### config.mk
export PLATFORM = sky130hd
export DESIGN_NAME = aabb_frustum_classify_top
export DESIGN_NICKNAME = d
export VERILOG_FILES = /design/src/hw/rtl/afc_pkg.sv /design/src/hw/rtl/afc_plane_store.sv /design/src/hw/rtl/afc_mac_unit.sv /design/src/hw/rtl/aabb_frustum_classify_top.sv
export SDC_FILE = /design/constraint.sdc
export NUM_CORES = 2
export LEC_CHECK = 0
export ABC_CLOCK_PERIOD_IN_PS = 11230
export BUFFER_PORTS_ARGS = -buffer_cell sky130_fd_sc_hd__buf_2
export CORE_ASPECT_RATIO = 1.5
export CORE_MARGIN = 3
export CORE_UTILIZATION = 40
export CTS_CLUSTER_DIAMETER = 200
export DETAILED_ROUTE_END_ITERATION = 6
export PLACE_DENSITY = 0.54
export RECOVER_POWER = 25
export SYNTH_ARGS = -nofsm -noshare
export SYNTH_HDL_FRONTEND = slang
export SYNTH_SLANG_ARGS = --single-unit
### constraint.sdc
create_clock -name clk_i -period 11.23 [get_ports clk_i]
set_input_delay 1.123 -clock clk_i [delete_from_list [all_inputs] [get_ports clk_i]]
set_output_delay 1.123 -clock clk_i [all_outputs]
set_load 0.005 [all_outputs]
### src/hw/rtl/afc_pkg.sv
// ============================================================================
// afc_pkg
// Shared types, widths and codes for the box-versus-frustum classifier.
// ============================================================================
package afc_pkg;

  // Default plane store depth
  localparam int unsigned PLANE_COUNT_DEF = 6;

  // Field widths
  localparam int unsigned IDX_W    = 3;
  localparam int unsigned NORM_W   = 16;
  localparam int unsigned COORD_W  = 32;
  localparam int unsigned OFF_W    = 32;
  localparam int unsigned PROD_W   = NORM_W + COORD_W;
  localparam int unsigned FRAC_SH  = 14;
  localparam int unsigned ACC_W    = 50;
  localparam int unsigned CLASS_W  = 2;

  // Stream widths
  localparam int unsigned IN_TDATA_W  = 280;
  localparam int unsigned IN_TUSER_W  = 1;
  localparam int unsigned OUT_TDATA_W = 8;

  // Command codes carried in tuser
  localparam logic CMD_LOAD = 1'b0;
  localparam logic CMD_TEST = 1'b1;

  // Result codes
  localparam logic [CLASS_W-1:0] CLASS_INSIDE    = 2'd0;
  localparam logic [CLASS_W-1:0] CLASS_INTERSECT = 2'd1;
  localparam logic [CLASS_W-1:0] CLASS_OUTSIDE   = 2'd2;

  // Axis codes
  localparam logic [1:0] AXIS_X = 2'd0;
  localparam logic [1:0] AXIS_Y = 2'd1;
  localparam logic [1:0] AXIS_Z = 2'd2;

  // Tag issued with each product
  typedef struct packed {
    logic valid;
    logic first;       // first product of a plane
    logic last_axis;   // last product of a plane
    logic to_near;     // product belongs to the near-corner sum
    logic last_plane;  // plane is the last one of the store
  } mac_tag_t;

  // Per-plane verdict from the accumulator
  typedef struct packed {
    logic done;
    logic last_plane;
    logic outside;
    logic straddle;
  } mac_res_t;

endpackage

### src/hw/rtl/afc_plane_store.sv
// ============================================================================
// afc_plane_store
// Register store of plane normals and offsets, one write and one read port.
// ============================================================================
module afc_plane_store #(
  parameter int unsigned PLANE_COUNT = afc_pkg::PLANE_COUNT_DEF,
  parameter int unsigned PW          = (PLANE_COUNT > 1) ? $clog2(PLANE_COUNT) : 1
) (
  input  logic                                  clk_i,
  input  logic                                  rst_ni,
  input  logic                                  wr_en_i,
  input  logic [afc_pkg::IDX_W-1:0]             wr_idx_i,
  input  logic [3*afc_pkg::NORM_W-1:0]          wr_normal_i,
  input  logic [afc_pkg::OFF_W-1:0]             wr_offset_i,
  input  logic [PW-1:0]                         rd_idx_i,
  output logic [3*afc_pkg::NORM_W-1:0]          rd_normal_o,
  output logic [afc_pkg::OFF_W-1:0]             rd_offset_o
);
  import afc_pkg::*;

  localparam int unsigned CMP_W = (IDX_W > PW) ? IDX_W : PW;

  logic [3*NORM_W-1:0] normal_q [PLANE_COUNT];
  logic [OFF_W-1:0]    offset_q [PLANE_COUNT];

  // Write the addressed slot; out-of-range indexes match no slot
  always_ff @(posedge clk_i or negedge rst_ni) begin
    if (!rst_ni) begin
      for (int e = 0; e < PLANE_COUNT; e++) begin
        normal_q[e] <= '0;
        offset_q[e] <= '0;
      end
    end else if (wr_en_i) begin
      for (int e = 0; e < PLANE_COUNT; e++) begin
        if (CMP_W'(wr_idx_i) == CMP_W'(e)) begin
          normal_q[e] <= wr_normal_i;
          offset_q[e] <= wr_offset_i;
        end
      end
    end
  end

  // Read the plane under evaluation
  assign rd_normal_o = normal_q[rd_idx_i];
  assign rd_offset_o = offset_q[rd_idx_i];

endmodule

### src/hw/rtl/afc_mac_unit.sv
// ============================================================================
// afc_mac_unit
// Shared multiplier and accumulator: one product a cycle, near and far sums
// per plane, and a verdict when the last product of a plane lands.
// ============================================================================
module afc_mac_unit (
  input  logic                                 clk_i,
  input  logic                                 rst_ni,
  input  afc_pkg::mac_tag_t                    tag_i,
  input  logic signed [afc_pkg::NORM_W-1:0]    normal_i,
  input  logic signed [afc_pkg::COORD_W-1:0]   coord_i,
  input  logic signed [afc_pkg::OFF_W-1:0]     offset_i,
  output afc_pkg::mac_res_t                    res_o
);
  import afc_pkg::*;

  mac_tag_t                  tag_q;
  logic signed [PROD_W-1:0]  prod_q;
  logic signed [OFF_W-1:0]   off_q;
  logic signed [ACC_W-1:0]   acc_near_q, acc_near_d;
  logic signed [ACC_W-1:0]   acc_far_q, acc_far_d;
  logic signed [ACC_W-1:0]   off_ext;
  logic signed [ACC_W-1:0]   base;
  logic signed [ACC_W-1:0]   sum;

  // Multiply stage
  always_ff @(posedge clk_i or negedge rst_ni) begin
    if (!rst_ni) begin
      tag_q <= '0;
    end else begin
      tag_q <= tag_i;
    end
  end

  always_ff @(posedge clk_i) begin
    prod_q <= normal_i * coord_i;
    off_q  <= offset_i;
  end

  // Accumulate stage: a plane's first product seeds both sums with the offset
  always_comb begin
    off_ext    = {{(ACC_W-OFF_W-FRAC_SH){off_q[OFF_W-1]}}, off_q, {FRAC_SH{1'b0}}};
    base       = tag_q.first ? off_ext : (tag_q.to_near ? acc_near_q : acc_far_q);
    sum        = base + {{(ACC_W-PROD_W){prod_q[PROD_W-1]}}, prod_q};
    acc_near_d = acc_near_q;
    acc_far_d  = acc_far_q;
    if (tag_q.valid) begin
      if (tag_q.first) begin
        acc_near_d = tag_q.to_near ? sum : off_ext;
        acc_far_d  = tag_q.to_near ? off_ext : sum;
      end else if (tag_q.to_near) begin
        acc_near_d = sum;
      end else begin
        acc_far_d = sum;
      end
    end
  end

  always_ff @(posedge clk_i) begin
    acc_near_q <= acc_near_d;
    acc_far_q  <= acc_far_d;
  end

  // Verdict: near corner beyond the plane, or far corner on or beyond it
  assign res_o.done       = tag_q.valid & tag_q.last_axis;
  assign res_o.last_plane = tag_q.last_plane;
  assign res_o.outside    = ~acc_near_d[ACC_W-1] & (|acc_near_d);
  assign res_o.straddle   = ~acc_far_d[ACC_W-1];

endmodule

### src/hw/rtl/aabb_frustum_classify_top.sv
// ============================================================================
// aabb_frustum_classify_top
// Classifies an axis-aligned box against a store of frustum planes.
// ============================================================================
// Usage:
//   Slave stream: tuser selects the transaction kind. A load writes one plane
//   (index, Q1.14 normal, Q16.16 offset) and gives no result; a test carries a
//   Q16.16 box and gives one result on the master stream: 0 inside,
//   1 intersects, 2 outside.
//   A load leaves the block ready for the next transaction. A test runs
//   one signed 16x32 multiplier for six products per plane (the low and high
//   box coordinate on each axis): the sequencer issues the products, waits
//   for the last plane's verdict and then writes the result to the output
//   register; the block takes no new transaction until that write is done.
//   The multiplier is the bottleneck.
//   Reset clears the plane store to zero, so every test answers intersects
//   until planes are loaded. Loads with an index at or above PLANE_COUNT are
//   dropped.
//   While the output register holds an untaken result, loads and a further
//   test are still accepted; a finished test then waits for the register to
//   drain, with tready low.
// ============================================================================
module aabb_frustum_classify_top #(
  parameter int unsigned PLANE_COUNT = afc_pkg::PLANE_COUNT_DEF
) (
  input  logic                               clk_i,
  input  logic                               rst_ni,
  input  logic                               s_axis_tvalid,
  output logic                               s_axis_tready,
  // tdata, low bit up: plane_index[3], normal_x[16], normal_y[16],
  // normal_z[16], plane_offset[32], box_min_x/y/z[32 each],
  // box_max_x/y/z[32 each], zero fill to 280
  input  logic [afc_pkg::IN_TDATA_W-1:0]     s_axis_tdata,
  // tuser: command[1]
  input  logic [afc_pkg::IN_TUSER_W-1:0]     s_axis_tuser,
  output logic                               m_axis_tvalid,
  input  logic                               m_axis_tready,
  // tdata, low bit up: bound_class[2], zero fill to 8
  output logic [afc_pkg::OUT_TDATA_W-1:0]    m_axis_tdata
);
  import afc_pkg::*;

  localparam int unsigned PW = (PLANE_COUNT > 1) ? $clog2(PLANE_COUNT) : 1;

  localparam logic [1:0] S_IDLE  = 2'd0;
  localparam logic [1:0] S_RUN   = 2'd1;
  localparam logic [1:0] S_DRAIN = 2'd2;
  localparam logic [1:0] S_DONE  = 2'd3;

  logic [1:0]               state_q, state_d;
  logic [PW-1:0]            plane_q, plane_d;
  logic [1:0]               axis_q, axis_d;
  logic                     side_q, side_d;
  logic                     outside_q, outside_d;
  logic                     straddle_q, straddle_d;
  logic                     out_valid_q, out_valid_d;
  logic [CLASS_W-1:0]       out_class_q, out_class_d;
  logic [COORD_W-1:0]       box_lo_q [3];
  logic [COORD_W-1:0]       box_hi_q [3];

  logic                     in_fire;
  logic                     load_fire;
  logic                     test_fire;
  logic [3*NORM_W-1:0]      rd_normal;
  logic [OFF_W-1:0]         rd_offset;
  logic [NORM_W-1:0]        cur_normal;
  logic [COORD_W-1:0]       cur_coord;
  logic                     n_pos;
  logic                     last_plane;
  mac_tag_t                 tag;
  mac_res_t                 res;

  assign in_fire   = s_axis_tvalid & s_axis_tready;
  assign load_fire = in_fire & (s_axis_tuser[0] == CMD_LOAD);
  assign test_fire = in_fire & (s_axis_tuser[0] == CMD_TEST);

  // Plane store
  afc_plane_store #(
    .PLANE_COUNT (PLANE_COUNT),
    .PW          (PW)
  ) u_store (
    .clk_i       (clk_i),
    .rst_ni      (rst_ni),
    .wr_en_i     (load_fire),
    .wr_idx_i    (s_axis_tdata[2:0]),
    .wr_normal_i (s_axis_tdata[50:3]),
    .wr_offset_i (s_axis_tdata[82:51]),
    .rd_idx_i    (plane_q),
    .rd_normal_o (rd_normal),
    .rd_offset_o (rd_offset)
  );

  // Capture the box of an accepted test
  always_ff @(posedge clk_i) begin
    if (test_fire) begin
      box_lo_q[0] <= s_axis_tdata[114:83];
      box_lo_q[1] <= s_axis_tdata[146:115];
      box_lo_q[2] <= s_axis_tdata[178:147];
      box_hi_q[0] <= s_axis_tdata[210:179];
      box_hi_q[1] <= s_axis_tdata[242:211];
      box_hi_q[2] <= s_axis_tdata[274:243];
    end
  end

  // Select operands for this step
  always_comb begin
    case (axis_q)
      AXIS_X: begin
        cur_normal = rd_normal[NORM_W-1:0];
        cur_coord  = side_q ? box_hi_q[0] : box_lo_q[0];
      end
      AXIS_Y: begin
        cur_normal = rd_normal[2*NORM_W-1:NORM_W];
        cur_coord  = side_q ? box_hi_q[1] : box_lo_q[1];
      end
      default: begin
        cur_normal = rd_normal[3*NORM_W-1:2*NORM_W];
        cur_coord  = side_q ? box_hi_q[2] : box_lo_q[2];
      end
    endcase
  end

  // Near corner takes the low coordinate where the normal is positive
  assign n_pos      = ~cur_normal[NORM_W-1] & (|cur_normal);
  assign last_plane = (plane_q == PW'(PLANE_COUNT - 1));

  always_comb begin
    tag.valid      = (state_q == S_RUN);
    tag.first      = (axis_q == AXIS_X) & ~side_q;
    tag.last_axis  = (axis_q == AXIS_Z) & side_q;
    tag.to_near    = side_q ? ~n_pos : n_pos;
    tag.last_plane = last_plane;
  end

  // Shared multiply-accumulate unit
  afc_mac_unit u_mac (
    .clk_i    (clk_i),
    .rst_ni   (rst_ni),
    .tag_i    (tag),
    .normal_i (cur_normal),
    .coord_i  (cur_coord),
    .offset_i (rd_offset),
    .res_o    (res)
  );

  // Sequencer
  always_comb begin
    state_d     = state_q;
    plane_d     = plane_q;
    axis_d      = axis_q;
    side_d      = side_q;
    outside_d   = outside_q;
    straddle_d  = straddle_q;
    out_valid_d = out_valid_q;
    out_class_d = out_class_q;

    // Release the output on a completed transaction
    if (m_axis_tvalid && m_axis_tready) begin
      out_valid_d = 1'b0;
    end

    // Fold in each plane's verdict
    if (res.done) begin
      outside_d  = outside_q | res.outside;
      straddle_d = straddle_q | res.straddle;
    end

    unique case (state_q)
      S_IDLE: begin
        if (test_fire) begin
          state_d    = S_RUN;
          plane_d    = '0;
          axis_d     = AXIS_X;
          side_d     = 1'b0;
          outside_d  = 1'b0;
          straddle_d = 1'b0;
        end
      end
      S_RUN: begin
        side_d = ~side_q;
        if (side_q) begin
          if (axis_q == AXIS_Z) begin
            axis_d = AXIS_X;
            if (last_plane) begin
              state_d = S_DRAIN;
            end else begin
              plane_d = plane_q + 1'b1;
            end
          end else begin
            axis_d = axis_q + 1'b1;
          end
        end
      end
      S_DRAIN: begin
        if (res.done && res.last_plane) begin
          state_d = S_DONE;
        end
      end
      S_DONE: begin
        if (!out_valid_q || m_axis_tready) begin
          out_valid_d = 1'b1;
          out_class_d = outside_q  ? CLASS_OUTSIDE :
                        straddle_q ? CLASS_INTERSECT : CLASS_INSIDE;
          state_d     = S_IDLE;
        end
      end
      default: begin
        state_d = S_IDLE;
      end
    endcase
  end

  always_ff @(posedge clk_i or negedge rst_ni) begin
    if (!rst_ni) begin
      state_q     <= S_IDLE;
      plane_q     <= '0;
      axis_q      <= AXIS_X;
      side_q      <= 1'b0;
      outside_q   <= 1'b0;
      straddle_q  <= 1'b0;
      out_valid_q <= 1'b0;
    end else begin
      state_q     <= state_d;
      plane_q     <= plane_d;
      axis_q      <= axis_d;
      side_q      <= side_d;
      outside_q   <= outside_d;
      straddle_q  <= straddle_d;
      out_valid_q <= out_valid_d;
    end
  end

  always_ff @(posedge clk_i) begin
    out_class_q <= out_class_d;
  end

  // Drive the streams
  assign s_axis_tready = (state_q == S_IDLE);
  assign m_axis_tvalid = out_valid_q;
  assign m_axis_tdata  = {{(OUT_TDATA_W-CLASS_W){1'b0}}, out_class_q};

endmodule

Word-level counts from Yosys, hierarchy flattened
Memories as Yosys holds them, arrays and structs flattened.
Cells that the tools add are included.
{"block": "op_classes", "addsub": 3, "mul": 1, "n_div": 0, "magnitude_cmp": 1, "eq_ne": 19, "shifts": 0, "mux": 52, "n_bitwise": 17, "reduce_logical": 22}
{"operator": "$mux 50", "count": 10}
{"operator": "$mux 32", "count": 5}
{"operator": "$bmux 48 s3", "count": 1}
{"operator": "$bmux 32 s3", "count": 1}
{"operator": "$mux 48", "count": 2}
{"operator": "$pmux 32 s2", "count": 1}
{"operator": "$add 50x50->50", "count": 1}
{"operator": "$reduce_or 50->1", "count": 1}
{"operator": "$mul 16x32->48", "count": 1}
{"operator": "$pmux 16 s2", "count": 1}
{"operator": "$mux 2", "count": 9}
{"operator": "$reduce_and 2->1", "count": 9}
{"operator": "$reduce_or 16->1", "count": 1}
{"operator": "$mux 1", "count": 14}
{"operator": "$mux 3", "count": 4}
{"operator": "$ne 2x2->1 const B", "count": 6}
{"operator": "$eq 3x3->1 const B", "count": 3}
{"operator": "$and 1x1->1", "count": 8}
{"operator": "$pmux 2 s4", "count": 1}
{"operator": "$eq 2x2->1 const B", "count": 3}
{"operator": "$eq 3x2->1 const B", "count": 2}
{"operator": "$not 1->1", "count": 6}
{"operator": "$pmux 3 s2", "count": 1}
{"operator": "$reduce_and 6->1", "count": 1}
{"operator": "18 further kinds", "count": 23}
{"block": "word_totals", "regBits": 678, "latchBits": 0, "ramBits": 192, "rom_bits": 0, "input_bits": 285, "output_inout_bits": 10, "elab_cells": 147, "n_memories": 2}
{"memory": "box_hi_q", "words": 3, "word_bits": 32, "read_ports": 3, "rd_ports_with_merged_regs": 0, "wr": 3, "line_no": "aabb_frustum_classify_top.sv:59", "source": "logic [COORD_W-1:0] box_hi_q [3];"}
{"memory": "box_lo_q", "words": 3, "word_bits": 32, "read_ports": 3, "rd_ports_with_merged_regs": 0, "wr": 3, "line_no": "aabb_frustum_classify_top.sv:58", "source": "logic [COORD_W-1:0] box_lo_q [3];"}

Longest topological paths before layout
{"block": "logic_depth", "word_depth": 12, "mapped_depth": 37, "ltp_nobuf": 31}

Cells and area by module
A second synthesis with hierarchy kept.
{"block": "unflattened", "hier_cells": 5151, "area_unflattened_um2": 58030.7}
{"mod": "afc_mac_unit", "n_inst": 1, "cells_each": 3221, "area_each_um2": 28053.2, "seq_area_each_um2": 4219.0}
{"mod": "afc_plane_store", "n_inst": 1, "cells_each": 1475, "area_each_um2": 21535.7, "seq_area_each_um2": 12011.5}
{"mod": "aabb_frustum_classify_top", "n_inst": 1, "cells_each": 455, "area_each_um2": 8441.8, "seq_area_each_um2": 6100.9}

Worst setup path before layout
No wires, ideal clock.
{"block": "synth_timing", "path_type": "register to register", "from": "register plane_q[0]", "to": "register u_mac.prod_q[45]", "setup_time_ns": 0.072, "arrival_time_ns": 7.960, "t_required_ns": 11.158, "slack_ns": 3.198, "stages_incl_launch_ff": 34, "n_path_buf": 7, "period_less_slack_ns": 8.032, "cell_sequence": "dfrtp_1 -> buf_6 -> buf_12 -> buf_6 -> buf_6 -> buf_4 -> mux2i_1 -> o21ai_0 -> o22ai_1 -> nor3_1 -> clkbuf_1 -> buf_2 -> nand2_1 -> fa_1 -> inv_1 -> fa_1 -> inv_1 -> fa_1 -> inv_1 -> fa_1 -> fa_1 -> inv_1 -> fa_1 -> inv_1 -> ha_1 -> a21o_1 -> a221oi_1 -> nor3b_1 -> a211oi_1 -> nor4_1 -> or2_2 -> nor2_1 -> a2111oi_0 -> xnor2_1"}
{"block": "synth_via", "elab_chain_len": 6}
{"item": "start: declaration", "line_no": "aabb_frustum_classify_top.sv:51", "source": "logic [PW-1:0] plane_q, plane_d;"}
{"item": "start signal: assignment", "line_no": "aabb_frustum_classify_top.sv:224", "source": "plane_q <= plane_d;"}
{"item": "$not 3->4 (not written as such)", "line_no": "afc_plane_store.sv:44", "source": "assign rd_normal_o = normal_q[rd_idx_i];"}
{"item": "$bmux 48 s3", "line_no": "afc_plane_store.sv:44"}
{"item": "$mux 48 (not written as such) (2 in series)", "line_no": "afc_plane_store.sv:44"}
{"item": "$pmux 16 s2", "line_no": "aabb_frustum_classify_top.sv:107", "source": "case (axis_q)"}
{"item": "$mul 16x32->48", "line_no": "afc_mac_unit.sv:36", "source": "prod_q <= normal_i * coord_i;"}
{"item": "end signal: assignment", "line_no": "afc_mac_unit.sv:36"}
{"item": "end: declaration", "line_no": "afc_mac_unit.sv:18", "source": "logic signed [PROD_W-1:0] prod_q;"}
Every way passes these cells. The select of a mux whose other input is x is not followed.
A chain may end at the register's enable or synchronous reset.

Final worst setup path
{"block": "layout_timing", "from": "register plane_q[0]", "to": "register u_mac.prod_q[44]"}
Same word-level chain as after synthesis.

==> reports/summary.txt <==
Reg-to-reg endpoint -> u_mac.prod_q[44]
Hold-fix buffers, CTS -> 0
Largest net degree at the start of global routing -> 167
Simple-gate share of the synthesized area -> 0.0896
Cell variety after synth -> 98
# Post-CTS Setup Buffers -> 0
H-Tree Depth -> 3
Failing checks -> max-capacitance violations, max-slew violations
Final Cycle Share -> 0.846
Worst Path Max Fanout -> 41
CTS Buffer Depth -> 3
Synth top area share -> 0.214
Setup crit end kind -> flip-flop
Final WL -> 160000 um
Final min period -> 9.51 ns
Pins over their slew limit -> 290
Yosys reg bits -> 870
CP most frequent cell -> fa_1
Row count -> 170
Die X -> 317 um
Initial antenna violation count -> 21
Die ar. -> 149000 sq um
Starting density of the core -> 0.404
Total of max-cap violations -> 3
CP peak stage delay -> 0.96 ns
Synth Area in Compound Gates -> 0.0847
GRT Overall Usage -> 0.217
Dominant cells by area after synthesis -> dfrtp_1 (21%), fa_1 (17%), edfxtp_1 (13%)
Routability cong. -> 0.874
# setup viols final -> 0
Fraction of layout cells with a size suffix above 1 -> 0.211
Synth Cell Area -> 57900 sq um
Io pins -> 295
Synth Area per Inst -> 11.2 sq um
WP data arrival -> 10.11 ns
Total CTS buffers -> 88
CTS tree -> done
DR vias -> 39300
Area leader, netlist -> dfrtp_1
Synth Area in XOR/XNOR -> 0.0142
Vias/cell -> 5.38
Cells after Synth -> 5165
Async SR Flop Fraction -> 0.570
Unrepaired setup endpoints after global routing -> false
Antenna-violating nets left -> 0
Register area share after synthesis -> 0.386
Relative slew margins -> -2.94
First-pass GRT wire length -> 248000 um
R2R Setup Slk -> 1.72 ns
Fin. Hold Viols -> 0
I/O Buffers -> 283
Final nets -> 6273
Detailed Route Iter0 Violations -> 2215
Clock transition at the registers of the reported paths -> 0.06 ns
Post-synthesis adder-cell area fraction -> 0.205
Hold Path Depth -> 2
Outcome -> finished with violations
Post-DP HPWL -> 116000 um
Area Overhead vs Synth -> 10.8%
Worst Hold Endpoint -> u_mac.acc_near_q[11]
Core Area -> 143000 sq um
CTS resizes -> 0
Warnings, synthesis -> 0
CP startpoint -> plane_q[0]
Peak Freq -> 105 MHz
FF-to-FF Start -> plane_q[0]
Insertion delay to the later sink of the worst-skew pair -> 0.73 ns
Root buffer cell -> clkbuf_16
CP Launch Type -> flip-flop
Setup tns final -> 0 ns
# DRC -> 0
Grt ovf -> 0
Vias in the first global route -> 41800
Worst-case reg-to-reg path depth -> 28
Largest family of logic cells by synthesized area -> adder cells
Clock Skews -> 0.0542 ns
Hold Path Origin -> u_mac.acc_near_q[11]
Number of clock sinks -> 870
EDFF count, synth -> 243
Slowest CP cell -> or3_1
Post-synthesis mux area share -> 0.159
Dominant register cell in the synthesized netlist -> dfrtp_1
Hold crit path type -> reg2reg
Routed WL per cell -> 21.8 um
CP required -> 11.84 ns
Die height -> 472 um
Crit Path Category -> reg2reg
Transition time of the tightest slew-check pin -> 5.91 ns
DR pass1 iterations -> 5
sequential cells by signal, summed over array words and instances, names as in the netlist:
register and cells:
u_store.normal_q 288, outside_q 1, u_mac.off_q 32, u_mac.tag_q 4, m_axis_tvalid 1, box_hi_q 96
u_mac.prod_q 48, plane_q 3, side_q 1, axis_q 2, u_mac.acc_near_q 50, u_mac.res_o 1
box_lo_q 96, u_store.offset_q 192, state_q 2, out_class_q 2, straddle_q 1, u_mac.acc_far_q 50
area by class of cell:
cell class	instances	area, sq um
Clock inverter	35	369
Multi-Input combinational cell	3413	32100
Inverter	589	2220
Sequential cell	870	22400
Clock buffer	130	2560
Antenna cell	13	32.5
Timing Repair Buffer	370	2060
Tap cell	1892	2370
Fill cell	13700	79300
critical path: cells and delay by family, from the launching register on:
family / cells / cell delay, ns
adder cells (fa/ha/maj): 7 / 3.30
flip-flops: 1 / 0.79
AO/OA/AOI/OAI: 11 / 2.50
AND/OR/NAND/NOR: 2 / 1.06
XOR/XNOR: 1 / 0.14
multiplexers: 1 / 0.55
buffers and inverters: 6 / 0.99
metrics by stage:
step	cell area, sq um	util	std cells	hold WS [ns]	setup slack [ns]
floorplan	57900	-	5170	0.434	3.20
global placement	61200	0.427	7134	0.454	1.68
detailed placement	61200	0.427	7134	0.460	1.69
CTS	64100	0.447	7299	0.459	1.62
global route	64100	0.447	7306	0.492	0.746
finish	64100	0.447	7312	0.468	1.72
placed cells by master (no fill, tap or decap), drive strengths merged, types with 20 or more instances in the layout:
master  count
clkbuf    152
nor2b      60
buf       348
a21o       59
nor3       41
inv       594
dfxtp     131
xnor2      62
nor2      428
a21oi     168
mux4       88
nand4      28
fa        488
clkinv     26
mux2      494
o31a       22
o211ai     30
o22ai      26
xor2       32
nand3      27
dfrtp     496
o21ai     220
o31ai      29
ha        168
a211oi     44
nand2     397
nand2b     50
a31oi      26
or2        20
mux2i     166
and3       20
edfxtp    243
how the worst max path moves through the flow:
stage                                 end  slack [ns]
finish                   u_mac.prod_q[44]        1.72
global route        u_store.offset_q[178]        0.75
CTS                      u_mac.prod_q[45]        1.62
detailed placement       u_mac.prod_q[45]        1.69
global placement         u_mac.prod_q[45]        1.68
floorplan                u_mac.prod_q[45]        3.20
kinds of logic after synthesis:
group,Yosys count
and+or+nand+nor,1156
buffers and inverters,887
DFF,870
AOI/OAI and AO/OA,753
muxes,748
adders and majority gates,656
xor gates and xnor gates,94
other,1
cells in the mapped netlist, types with 131 or more instances:
cell type / count
mux2_2: 494
clkbuf_1: 179
inv_1: 584
edfxtp_1: 243
nor2_1: 428
o21ai_0: 209
dfrtp_1: 496
ha_1: 168
nand2_1: 397
mux2i_1: 166
a21oi_1: 164
fa_1: 488
dfxtp_1: 131
metal layers:
metal / up-vias / global-route usage / wire length, um
li1: 17900 / - / -
met1: 20300 / 0.259 / 62800
met2: 795 / 0.396 / 84800
met3: 271 / 0.0265 / 5870
met4: 14 / 0.0836 / 6080
met5: - / 0 / 78
Power is not shown: default switching activity piles up to over one toggle a cycle in this logic, so the estimate is an artifact.
